$ cat src/design/dnp3_lfr_pkg.sv
// Shared types, constants and CRC helper for the DNP3 link frame responder.
package dnp3_lfr_pkg;

  localparam int unsigned StoreBytesDef = 16;

  localparam logic [15:0] CrcPoly = 16'hA6BC;

  localparam logic [3:0] LinkFnReset = 4'h0;
  localparam logic [3:0] LinkFnUser  = 4'h4;

  localparam logic [7:0] AppFnConfirm = 8'h00;
  localparam logic [7:0] AppFnRead    = 8'h01;
  localparam logic [7:0] AppFnWrite   = 8'h02;
  localparam logic [7:0] AppFnDelay   = 8'h17;

  localparam logic [1:0] RegLocal  = 2'd0;
  localparam logic [1:0] RegRemote = 2'd1;
  localparam logic [1:0] RegMaster = 2'd2;

  typedef enum logic [2:0] {
    FrmNone  = 3'd0,
    FrmAck   = 3'd1,
    FrmNull  = 3'd2,
    FrmDelay = 3'd3,
    FrmReset = 3'd4,
    FrmPoll  = 3'd5
  } frame_kind_e;

  typedef enum logic [2:0] {
    StIdle  = 3'd0,
    StJudge = 3'd1,
    StCrcH  = 3'd2,
    StCrcU  = 3'd3,
    StSend  = 3'd4,
    StClear = 3'd5
  } state_e;

  // Command from controller to datapath
  typedef struct packed {
    logic        store_byte;
    logic        start_judge;
    logic        start_frame;
    frame_kind_e kind;
    logic        crc_step;
    logic        crc_latch_hdr;
    logic        crc_latch_usr;
    logic        send_step;
    logic        clear;
    logic        err_out;
  } dp_cmd_t;

  // Status from datapath to controller
  typedef struct packed {
    frame_kind_e verdict;
    logic        crc_bad;
    logic        crc_done_hdr;
    logic        crc_done_usr;
    logic        send_last;
    logic        has_user;
  } dp_sts_t;

  function automatic logic [15:0] crc_byte(input logic [15:0] c_in, input logic [7:0] b);
    logic [15:0] c;
    c = c_in ^ {8'h00, b};
    for (int k = 0; k < 8; k++) begin
      c = c[0] ? ((c >> 1) ^ CrcPoly) : (c >> 1);
    end
    return c;
  endfunction

endpackage

$ cat src/design/dnp3_lfr_datapath.sv
// Datapath: frame store, frame builder, CRC unit and station state.
module dnp3_lfr_datapath import dnp3_lfr_pkg::*; #(
  parameter int unsigned StoreBytes = StoreBytesDef
) (
  input  logic        clk_i,
  input  logic        rst_ni,
  input  logic [15:0] local_address_i,
  input  logic [15:0] remote_address_i,
  input  logic        master_mode_i,
  input  logic [7:0]  rx_byte_i,
  input  logic        poll_i,
  input  dp_cmd_t     cmd_i,
  output dp_sts_t     sts_o,
  output logic [7:0]  tx_byte_o,
  output logic        tx_last_o,
  output logic        event_res_o
);

  localparam int unsigned CntW = $clog2(StoreBytes + 1);
  localparam int unsigned IdxW = $clog2(StoreBytes);

  logic [7:0]      store_q [StoreBytes];
  logic [CntW-1:0] cnt_q;
  logic [7:0]      iin_byte_q;
  logic [3:0]      app_seq_q;
  logic [5:0]      tp_seq_q;
  logic            reset_pend_q;
  logic            sync_pend_q;

  // Built frame: 27 bytes max
  logic [7:0]  frm_q [27];
  logic [4:0]  flen_q;
  logic [4:0]  ptr_q;
  logic [15:0] crc_q;
  logic [4:0]  cend_q;
  frame_kind_e verdict_d;
  logic        crc_bad_d;

  function automatic logic [7:0] st(input int unsigned i);
    return (i < StoreBytes) ? store_q[i[IdxW-1:0]] : 8'h00;
  endfunction

  // Header CRC of stored bytes 0..7, computed combinationally from a
  // two-byte chain per cycle is overkill; the CRC unit walks frm_q instead,
  // so the receive check copies the header into frm_q first.
  logic [15:0] ov;
  logic [7:0]  fn;
  logic        ov_rd;
  always_comb begin
    fn = st(12);
    ov = {st(13), st(14)};
    ov_rd = (ov >= 16'h3C01 && ov <= 16'h3C04) || ov == 16'h0100 || ov == 16'h0A00 ||
            (ov >= 16'h2800 && ov <= 16'h2802);
    verdict_d = FrmNone;
    crc_bad_d = ~(crc_q == {st(9), st(8)});
    if (!crc_bad_d && {st(7), st(6)} == remote_address_i &&
        {st(5), st(4)} == local_address_i && !master_mode_i) begin
      if (st(3)[3:0] == LinkFnReset) begin
        verdict_d = FrmAck;
      end else if (st(3)[3:0] == LinkFnUser) begin
        if ((fn == AppFnConfirm || fn == AppFnRead) && ov_rd) verdict_d = FrmNull;
        else if (fn == AppFnWrite && (ov == 16'h5001 || ov == 16'h3201)) verdict_d = FrmNull;
        else if (fn == AppFnDelay) verdict_d = FrmDelay;
      end
    end
    if (poll_i) begin
      if (!master_mode_i || (!reset_pend_q && sync_pend_q)) verdict_d = FrmNone;
      else if (reset_pend_q) verdict_d = FrmReset;
      else verdict_d = FrmPoll;
    end
  end

  logic [7:0] crc_in;
  assign crc_in = frm_q[ptr_q];

  always_ff @(posedge clk_i or negedge rst_ni) begin
    if (!rst_ni) begin
      cnt_q        <= '0;
      iin_byte_q   <= 8'h10;
      app_seq_q    <= '0;
      tp_seq_q     <= '0;
      reset_pend_q <= 1'b1;
      sync_pend_q  <= 1'b1;
      for (int i = 0; i < StoreBytes; i++) store_q[i] <= '0;
      ptr_q  <= '0;
      flen_q <= '0;
      crc_q  <= '0;
      cend_q <= '0;
    end else begin
      if (cmd_i.store_byte && cnt_q < CntW'(StoreBytes)) begin
        store_q[cnt_q[IdxW-1:0]] <= rx_byte_i;
        cnt_q <= cnt_q + 1'b1;
      end
      if (cmd_i.clear) begin
        for (int i = 0; i < StoreBytes; i++) store_q[i] <= '0;
        cnt_q <= '0;
      end
      // Start a receive check: load header bytes into builder, run CRC over 8
      if (cmd_i.start_judge) begin
        for (int i = 0; i < 8; i++) frm_q[i] <= st(i);
        ptr_q  <= '0;
        cend_q <= 5'd8;
        crc_q  <= '0;
      end
      if (cmd_i.crc_step) begin
        crc_q <= crc_byte(crc_q, crc_in);
        ptr_q <= ptr_q + 1'b1;
      end
      if (cmd_i.crc_latch_hdr) begin
        if (cend_q == 5'd8 && flen_q == 5'd0) begin
          crc_q <= crc_q ^ 16'hFFFF;
        end
      end
      if (cmd_i.start_frame) begin
        crc_q <= '0;
        ptr_q <= '0;
        cend_q <= 5'd8;
        frm_q[0] <= 8'h05;
        frm_q[1] <= 8'h64;
        frm_q[4] <= remote_address_i[7:0];
        frm_q[5] <= remote_address_i[15:8];
        frm_q[6] <= local_address_i[7:0];
        frm_q[7] <= local_address_i[15:8];
        for (int i = 8; i < 27; i++) frm_q[i] <= 8'h00;
        case (cmd_i.kind)
          FrmAck: begin
            frm_q[2] <= 8'h05; frm_q[3] <= 8'h00; flen_q <= 5'd10;
          end
          FrmReset: begin
            frm_q[2] <= 8'h05; frm_q[3] <= 8'hC0; flen_q <= 5'd10;
          end
          FrmNull: begin
            frm_q[2] <= 8'h0A; frm_q[3] <= 8'h44; flen_q <= 5'd17;
            tp_seq_q <= '0;
            app_seq_q <= app_seq_q + 1'b1;
            frm_q[10] <= 8'hC0;
            frm_q[11] <= {4'hC, app_seq_q + 4'd1};
            frm_q[12] <= 8'h81;
            if (fn == AppFnWrite && ov == 16'h3201) begin
              frm_q[13] <= 8'h00; iin_byte_q <= 8'h00;
            end else begin
              frm_q[13] <= iin_byte_q;
            end
          end
          FrmDelay: begin
            frm_q[2] <= 8'h10; frm_q[3] <= 8'h44; flen_q <= 5'd23;
            tp_seq_q <= tp_seq_q + 1'b1;
            app_seq_q <= app_seq_q + 1'b1;
            frm_q[10] <= {2'b11, tp_seq_q + 6'd1};
            frm_q[11] <= {4'hC, app_seq_q + 4'd1};
            frm_q[12] <= 8'h81; frm_q[13] <= 8'h10; frm_q[14] <= 8'h00;
            frm_q[15] <= 8'h34; frm_q[16] <= 8'h02; frm_q[17] <= 8'h07;
            frm_q[18] <= 8'h01; frm_q[19] <= 8'h00; frm_q[20] <= 8'h00;
          end
          FrmPoll: begin
            frm_q[2] <= 8'h14; frm_q[3] <= 8'hF3; flen_q <= 5'd27;
            tp_seq_q <= '0;
            app_seq_q <= app_seq_q + 1'b1;
            frm_q[10] <= 8'hC0;
            frm_q[11] <= {4'hC, app_seq_q + 4'd1};
            frm_q[12] <= 8'h01; frm_q[13] <= 8'h3C; frm_q[14] <= 8'h04;
            frm_q[15] <= 8'h06; frm_q[16] <= 8'h3C; frm_q[17] <= 8'h03;
            frm_q[18] <= 8'h06; frm_q[19] <= 8'h3C; frm_q[20] <= 8'h02;
            frm_q[21] <= 8'h06; frm_q[22] <= 8'h3C; frm_q[23] <= 8'h01;
            frm_q[24] <= 8'h06;
          end
          default: flen_q <= '0;
        endcase
      end
      // Side effects that give no frame
      if (cmd_i.start_judge) begin
        flen_q <= '0;
      end
      if (cmd_i.start_frame) begin
        if (!crc_bad_d && master_mode_i && !poll_i &&
            {st(7), st(6)} == remote_address_i && {st(5), st(4)} == local_address_i &&
            st(3)[3:0] == LinkFnReset)
          reset_pend_q <= 1'b0;
        if (poll_i && master_mode_i && !reset_pend_q && sync_pend_q)
          sync_pend_q <= 1'b0;
      end
      // Store the finished CRC into the frame; rewind to the user block or the start
      if (cmd_i.crc_latch_usr) begin
        frm_q[cend_q]     <= ~crc_q[7:0];
        frm_q[cend_q + 5'd1] <= ~crc_q[15:8];
        ptr_q  <= (flen_q > 5'd10 && cend_q == 5'd8) ? 5'd10 : 5'd0;
        crc_q  <= '0;
        cend_q <= flen_q - 5'd2;
      end
      if (cmd_i.send_step) begin
        ptr_q <= ptr_q + 1'b1;
      end
    end
  end

  assign sts_o.verdict      = verdict_d;
  assign sts_o.crc_bad      = crc_bad_d;
  assign sts_o.crc_done_hdr = (ptr_q == 5'd7);
  assign sts_o.crc_done_usr = (ptr_q == cend_q - 5'd1);
  assign sts_o.send_last    = (ptr_q == flen_q - 5'd1);
  assign sts_o.has_user     = (flen_q > 5'd10) && (cend_q == 5'd8);

  assign tx_byte_o   = cmd_i.err_out ? 8'h00 : frm_q[ptr_q];
  assign tx_last_o   = cmd_i.err_out ? 1'b1 : (ptr_q == flen_q - 5'd1);
  assign event_res_o = cmd_i.err_out;

endmodule

$ cat src/design/dnp3_lfr_ctrl.sv
// Controller state machine sequencing receive, judge, CRC and send.
module dnp3_lfr_ctrl import dnp3_lfr_pkg::*; (
  input  logic    clk_i,
  input  logic    rst_ni,
  input  logic    in_valid_i,
  output logic    in_ready_o,
  input  logic    kind_i,
  input  logic    last_i,
  output logic    out_valid_o,
  input  logic    out_ready_i,
  output logic    poll_o,
  input  dp_sts_t sts_i,
  output dp_cmd_t cmd_o
);

  state_e state_q, state_d;
  logic   poll_q, poll_d;
  logic   err_q, err_d;

  always_ff @(posedge clk_i or negedge rst_ni) begin
    if (!rst_ni) begin
      state_q <= StIdle;
      poll_q  <= 1'b0;
      err_q   <= 1'b0;
    end else begin
      state_q <= state_d;
      poll_q  <= poll_d;
      err_q   <= err_d;
    end
  end

  assign poll_o = poll_q;

  always_comb begin
    state_d     = state_q;
    poll_d      = poll_q;
    err_d       = err_q;
    cmd_o       = '0;
    in_ready_o  = 1'b0;
    out_valid_o = 1'b0;
    case (state_q)
      StIdle: begin
        in_ready_o = 1'b1;
        if (in_valid_i) begin
          if (kind_i) begin
            poll_d  = 1'b1;
            state_d = StJudge;
          end else begin
            cmd_o.store_byte = 1'b1;
            poll_d = 1'b0;
            if (last_i) begin
              state_d = StCrcH;
            end
          end
        end
      end
      StCrcH: begin
        // Header CRC of stored bytes, one byte per cycle
        if (!err_q) begin
          cmd_o.start_judge = 1'b1;
          err_d = 1'b1;
        end else begin
          cmd_o.crc_step = 1'b1;
          if (sts_i.crc_done_hdr) begin
            err_d = 1'b0;
            state_d = StJudge;
          end
        end
      end
      StJudge: begin
        if (!err_q) begin
          cmd_o.crc_latch_hdr = 1'b1;
          err_d = 1'b1;
        end else begin
          cmd_o.err_out = 1'b1;
          if (!poll_q && sts_i.crc_bad) begin
            out_valid_o = 1'b1;
            if (out_ready_i) begin
              err_d = 1'b0;
              state_d = StClear;
            end
          end else begin
            cmd_o.err_out = 1'b0;
            err_d = 1'b0;
            cmd_o.start_frame = 1'b1;
            cmd_o.kind = sts_i.verdict;
            state_d = (sts_i.verdict == FrmNone) ? StClear : StCrcU;
          end
        end
      end
      StCrcU: begin
        cmd_o.crc_step = 1'b1;
        if (sts_i.crc_done_usr) begin
          cmd_o.crc_step = 1'b1;
          state_d = StSend;
          err_d = 1'b1;
        end
      end
      StSend: begin
        if (err_q) begin
          // write the CRC just finished, then either hash the user block or send
          cmd_o.crc_latch_usr = 1'b1;
          err_d = 1'b0;
          state_d = sts_i.has_user ? StCrcU : StSend;
        end else begin
          out_valid_o = 1'b1;
          if (out_ready_i) begin
            cmd_o.send_step = 1'b1;
            if (sts_i.send_last) state_d = StClear;
          end
        end
      end
      StClear: begin
        if (!poll_q) cmd_o.clear = 1'b1;
        poll_d  = 1'b0;
        state_d = StIdle;
      end
      default: state_d = StIdle;
    endcase
  end

  assert property (@(posedge clk_i) disable iff (!rst_ni) out_valid_o |-> !in_ready_o)
    else $error("input taken while a word is on offer");
  assert property (@(posedge clk_i) disable iff (!rst_ni)
    (state_q == StClear) |=> (state_q == StIdle))
    else $error("clear did not return to idle");
  assert property (@(posedge clk_i) disable iff (!rst_ni)
    (out_valid_o && !out_ready_i) |=> out_valid_o)
    else $error("offered word withdrawn");

endmodule

$ cat src/design/dnp3_link_frame_responder_unit.sv
// Top level of the DNP3 link frame responder.
// Frame bytes that are not the last are taken back to back while the unit is idle;
// a poll request goes straight to the judge. After the last byte the CRC unit walks
// the eight header bytes and the frame is judged; a bad CRC gives an error word, else
// a response frame, if any, is built and its CRCs computed byte-serially; it is then
// sent one byte per cycle while output is ready. Input waits until the clear state ends.
// Reset clears the store and sequence numbers, sets both pending flags and the IIN byte.
module dnp3_link_frame_responder_unit import dnp3_lfr_pkg::*; #(
  parameter int unsigned StoreBytes = StoreBytesDef
) (
  input  logic        clk_i,
  input  logic        rst_ni,
  input  logic        cfg_we_i,
  input  logic [1:0]  cfg_index_i,
  input  logic [15:0] cfg_data_i,
  input  logic        s_axis_tvalid,
  output logic        s_axis_tready,
  input  logic [7:0]  s_axis_tdata,  // rx_byte
  input  logic        s_axis_tuser,  // kind
  input  logic        s_axis_tlast,  // rx_last
  output logic        m_axis_tvalid,
  input  logic        m_axis_tready,
  output logic [7:0]  m_axis_tdata,  // tx_byte
  output logic        m_axis_tuser,  // event_res
  output logic        m_axis_tlast   // tx_last
);

  logic [15:0] local_q, remote_q;
  logic        master_q;
  dp_cmd_t     cmd;
  dp_sts_t     sts;
  logic        poll;

  always_ff @(posedge clk_i or negedge rst_ni) begin
    if (!rst_ni) begin
      local_q  <= '0;
      remote_q <= '0;
      master_q <= 1'b0;
    end else if (cfg_we_i) begin
      case (cfg_index_i)
        RegLocal:  local_q  <= cfg_data_i;
        RegRemote: remote_q <= cfg_data_i;
        RegMaster: master_q <= cfg_data_i[0];
        default:   ;
      endcase
    end
  end

  dnp3_lfr_ctrl u_ctrl (
    .clk_i, .rst_ni,
    .in_valid_i (s_axis_tvalid),
    .in_ready_o (s_axis_tready),
    .kind_i     (s_axis_tuser),
    .last_i     (s_axis_tlast),
    .out_valid_o(m_axis_tvalid),
    .out_ready_i(m_axis_tready),
    .poll_o     (poll),
    .sts_i      (sts),
    .cmd_o      (cmd)
  );

  dnp3_lfr_datapath #(.StoreBytes(StoreBytes)) u_dp (
    .clk_i, .rst_ni,
    .local_address_i (local_q),
    .remote_address_i(remote_q),
    .master_mode_i   (master_q),
    .rx_byte_i       (s_axis_tdata),
    .poll_i          (poll),
    .cmd_i           (cmd),
    .sts_o           (sts),
    .tx_byte_o       (m_axis_tdata),
    .tx_last_o       (m_axis_tlast),
    .event_res_o     (m_axis_tuser)
  );

endmodule
$ cat config.mk
export PLATFORM = sky130hd
export DESIGN_NAME = dnp3_link_frame_responder_unit
export DESIGN_NICKNAME = d
export VERILOG_FILES = /design/src/design/dnp3_lfr_pkg.sv /design/src/design/dnp3_lfr_datapath.sv /design/src/design/dnp3_lfr_ctrl.sv /design/src/design/dnp3_link_frame_responder_unit.sv
export SDC_FILE = /design/constraint.sdc
export NUM_CORES = 1
export LEC_CHECK = 0
export ABC_AREA = 1
export BUFFER_PORTS_ARGS = -buffer_cell sky130_fd_sc_hd__buf_2
export CORE_MARGIN = 2
export CORE_UTILIZATION = 50
export CTS_CLUSTER_SIZE = 30
export DETAILED_ROUTE_END_ITERATION = 8
export PLACE_DENSITY_LB_ADDON = 0.3
export SETUP_SLACK_MARGIN = 0.2
export SYNTH_ARGS = -nofsm -noshare
export SYNTH_HDL_FRONTEND = slang
export SYNTH_HIERARCHICAL = 1
export SYNTH_SLANG_ARGS = --single-unit
$ cat constraint.sdc
create_clock -name clk_i -period 7.1 [get_ports clk_i]
set_input_delay 0.71 -clock clk_i [delete_from_list [all_inputs] [get_ports clk_i]]
set_output_delay 0.71 -clock clk_i [all_outputs]
set_load 0.1 [all_outputs]
==> metrics.txt <==
top post-synthesis cells by area edfxtp_1, dfrtp_1, nand2_1; worst-path cell chain inv_1, buf_4, nor2_1, nor4_1, nand3_1, or4_1, nor2_1, nand4_1, a311oi_1, inv_1, nor2_1, inv_1, nor2_1, nand3_1, nor2_1, inv_1, nor2_1, inv_1, o22ai_1, nand2_1, o21ai_0; Post-synth ARST share 0.4260; final worst-path cycle share 0.7033; die footprint 0.05323 sq mm; fmax 200.3 MHz; synthesized area 0.02570 sq mm; DRT antenna net count 0; drt wl/cell 22.27 um; gpl congestion 0.9898; outcome finished, final reports clean; clk_lat worst skew 0.61 ns; FF-to-FF setup slack 2.11 ns; syn avg cell area 7.946 sq um; number of remaining DRC errors 0; Reg clk slew, reported paths 0.06 ns; DRC marker count from the first detailed-route iteration 2760; RSZ-0062 raised after global routing no; R2R cell count 21; LEAKAGE 11.38 nW; Syn Nets 3285; vias 23879; overall die height 230.7 um; final net count 3203; Syn-to-layout area delta 6.953%; first-pass GRT wire length 130700 um; Clock Skews 0.02514 ns; Crit-path slowest cell dfrtp_1; top-level port count 45; Crit Path Max Fanout 29; Ant. Diodes 0; min Tclk post-route 4.993 ns; antenna violations before repair 0; Cells after Synth 3234; Syn. warnings 6; post-CTS sizing 0; Final Setup Violations 0; initial core utilization 0.5030; H-tree level count 2; Top cell by count, worst path nor2_1; CTS sink cnt 446; max-cap check violation count 0; worst slew pin tran 1.250 ns; Root Driver clkbuf_16; Fill cells 4775; post-synth top area cell edfxtp_1; Synth Flop Type edfxtp_1; register area share after synthesis 0.4843; crit end category flip-flop; Hold-fix buffers, CTS 0; crit start category flip-flop; Slew Limit Headroom 0.1581; CP Class flip-flop to flip-flop; synth cell count leaders nand2_1, nand3_1, o21ai_0; Setup Total Neg Slack 0 ns; GR Overflow Total 0; Placement Rows 83; die width 230.7 um; DPL Wire Length 56450 um; Core Region 0.05109 sq mm; Num CTS Buffers 47; Hold Crit Class input pin to asynchronous set/reset pin; port buffer count 44; Yosys reg bits 446; delay of the slowest critical-path stage 0.60 ns; tightest hold margin 0.01223 ns; critical path data arrival time 5.42 ns; global-route total usage across every layer 0.3228; share of cells above drive strength 1 0.06468; largest net degree at the start of global routing 80; RR Startpoint u_dp/crc_q[4]; final hold vios 0; pwr/cell area 445.7 mW/mm^2; Post-Route WL 86080 um; most common cell in the netlist nand2_1; DRT Pass-1 Iters 7; Final Slew Violations 0; Max Root-Sink Buffers 3; Post-CTS Setup Repair Bufs 0; TritonCTS clock tree yes; total power 12.25 mW; Peak VDD IR 0.3322 mV; Worst EP required 7.52 ns; R2R Path End u_dp/frm_q[10][5]; vias per cell 6.178; vias in the first global route 22311; Yosys cell types 46; Post-synth EDFFs 256; post-synth top area share 0.2991
## cell families after synthesis
logic type | Yosys count | synth area share
AOI/OAI and AO/OA | 675 | 0.1484
xor gates and xnor gates | 53 | 0.01806
adders and majority gates | 18 | 0.008764
buffers and inverters | 453 | 0.07478
DFF | 446 | 0.4843
and+or+nand+nor | 1589 | 0.2657
## flip-flops by register name, summed over array words and instances, names as in the netlist
signal / flops
u_ctrl/err_q: 1
u_dp/cend_q: 5
u_dp/tp_seq_q: 6
u_dp/flen_q: 4
u_dp/frm_q: 256
u_dp/iin_byte_q: 1
u_dp/ov: 16
u_dp/app_seq_q: 4
u_dp/fn: 8
u_dp/store_q: 80
u_dp/ptr_q: 5
u_dp/crc_q: 16
local_q: 16
u_dp/sync_pend_q: 1
remote_q: 16
u_ctrl/state_q: 3
u_ctrl/poll_o: 1
u_dp/cnt_q: 5
u_dp/reset_pend_q: 1
master_q: 1
## power by group
part,internal [mW],switching (mW)
sequential,3.17,0.409
combinational,1.59,4.72
clock,1.33,1.04
total,6.09,6.16
## worst max-delay path by stage
stage / from / to / slack [ns] / depth (start not counted)
floorplan: u_dp/crc_q[4] / m_axis_tdata[1] / 2.89 / 10
global placement: u_dp/crc_q[4] / u_dp/frm_q[2][5] / 2.40 / 18
detailed placement: u_dp/crc_q[4] / u_dp/frm_q[3][3] / 2.23 / 18
CTS: u_dp/crc_q[4] / u_dp/frm_q[10][5] / 2.20 / 21
global route: u_dp/crc_q[4] / u_dp/frm_q[10][4] / 1.57 / 21
finish: u_dp/crc_q[4] / u_dp/frm_q[10][5] / 2.11 / 21
## metal layers
metal | track usage | share of wire | wire, um | vias to the layer above
li1 | - | - | - | 10955
met1 | 0.4194 | 0.38 | 32870 | 11215
met2 | 0.5153 | 0.45 | 38970 | 1383
met3 | 0.05225 | 0.10 | 8965 | 326
met4 | 0.1829 | 0.061 | 5271 | 0
met5 | 0 | 0 | 0 | -
## metrics by stage
stage	setup WS, ns	cell area (sq um)	utilization	instances
floorplan	2.889	25700	-	3234
global placement	2.399	26060	0.5100	3783
detailed placement	2.234	26060	0.5100	3783
CTS	2.200	27490	0.5379	3865
global route	1.569	27490	0.5379	3865
finish	2.107	27490	0.5379	3865
## critical path: cells and delay by family (launching register included)
kind	cells	cell delay (ns)
AND/OR/NAND/NOR	12	2.63
buffers and inverters	6	1.06
flip-flops	1	0.60
AO/OA/AOI/OAI	3	0.49
## layout by cell type, fill, tap and decap left out, types with 17 or more instances in the layout
master	netlist	layout
a21oi_1	42	42
nor3_1	22	22
o211ai_1	99	99
clkbuf_16	0	47
xnor2_1	32	32
o21ai_1	17	17
ha_1	18	18
dfrtp_1	187	185
buf_4	12	40
o21ai_0	395	395
nand2_1	845	844
nand4_1	35	35
inv_1	215	213
o22ai_1	101	101
edfxtp_1	256	256
nand2_2	22	23
xor2_1	21	21
nand3_1	453	453
buf_2	31	43
nor2_1	176	176
## layout make-up
cell class              count  area [sq um]  area share
flip-flops and latches    446         12450      0.4530
clock inverters            20         192.7    0.007011
clock buffers              62          1232     0.04484
inverters                 238         895.9     0.03259
repair buffers             84         529.3     0.01926
well taps                 680         850.8     0.03096
multi-input cells        2335         11330      0.4123
Note: power is estimated with default switching activity, not from simulation.
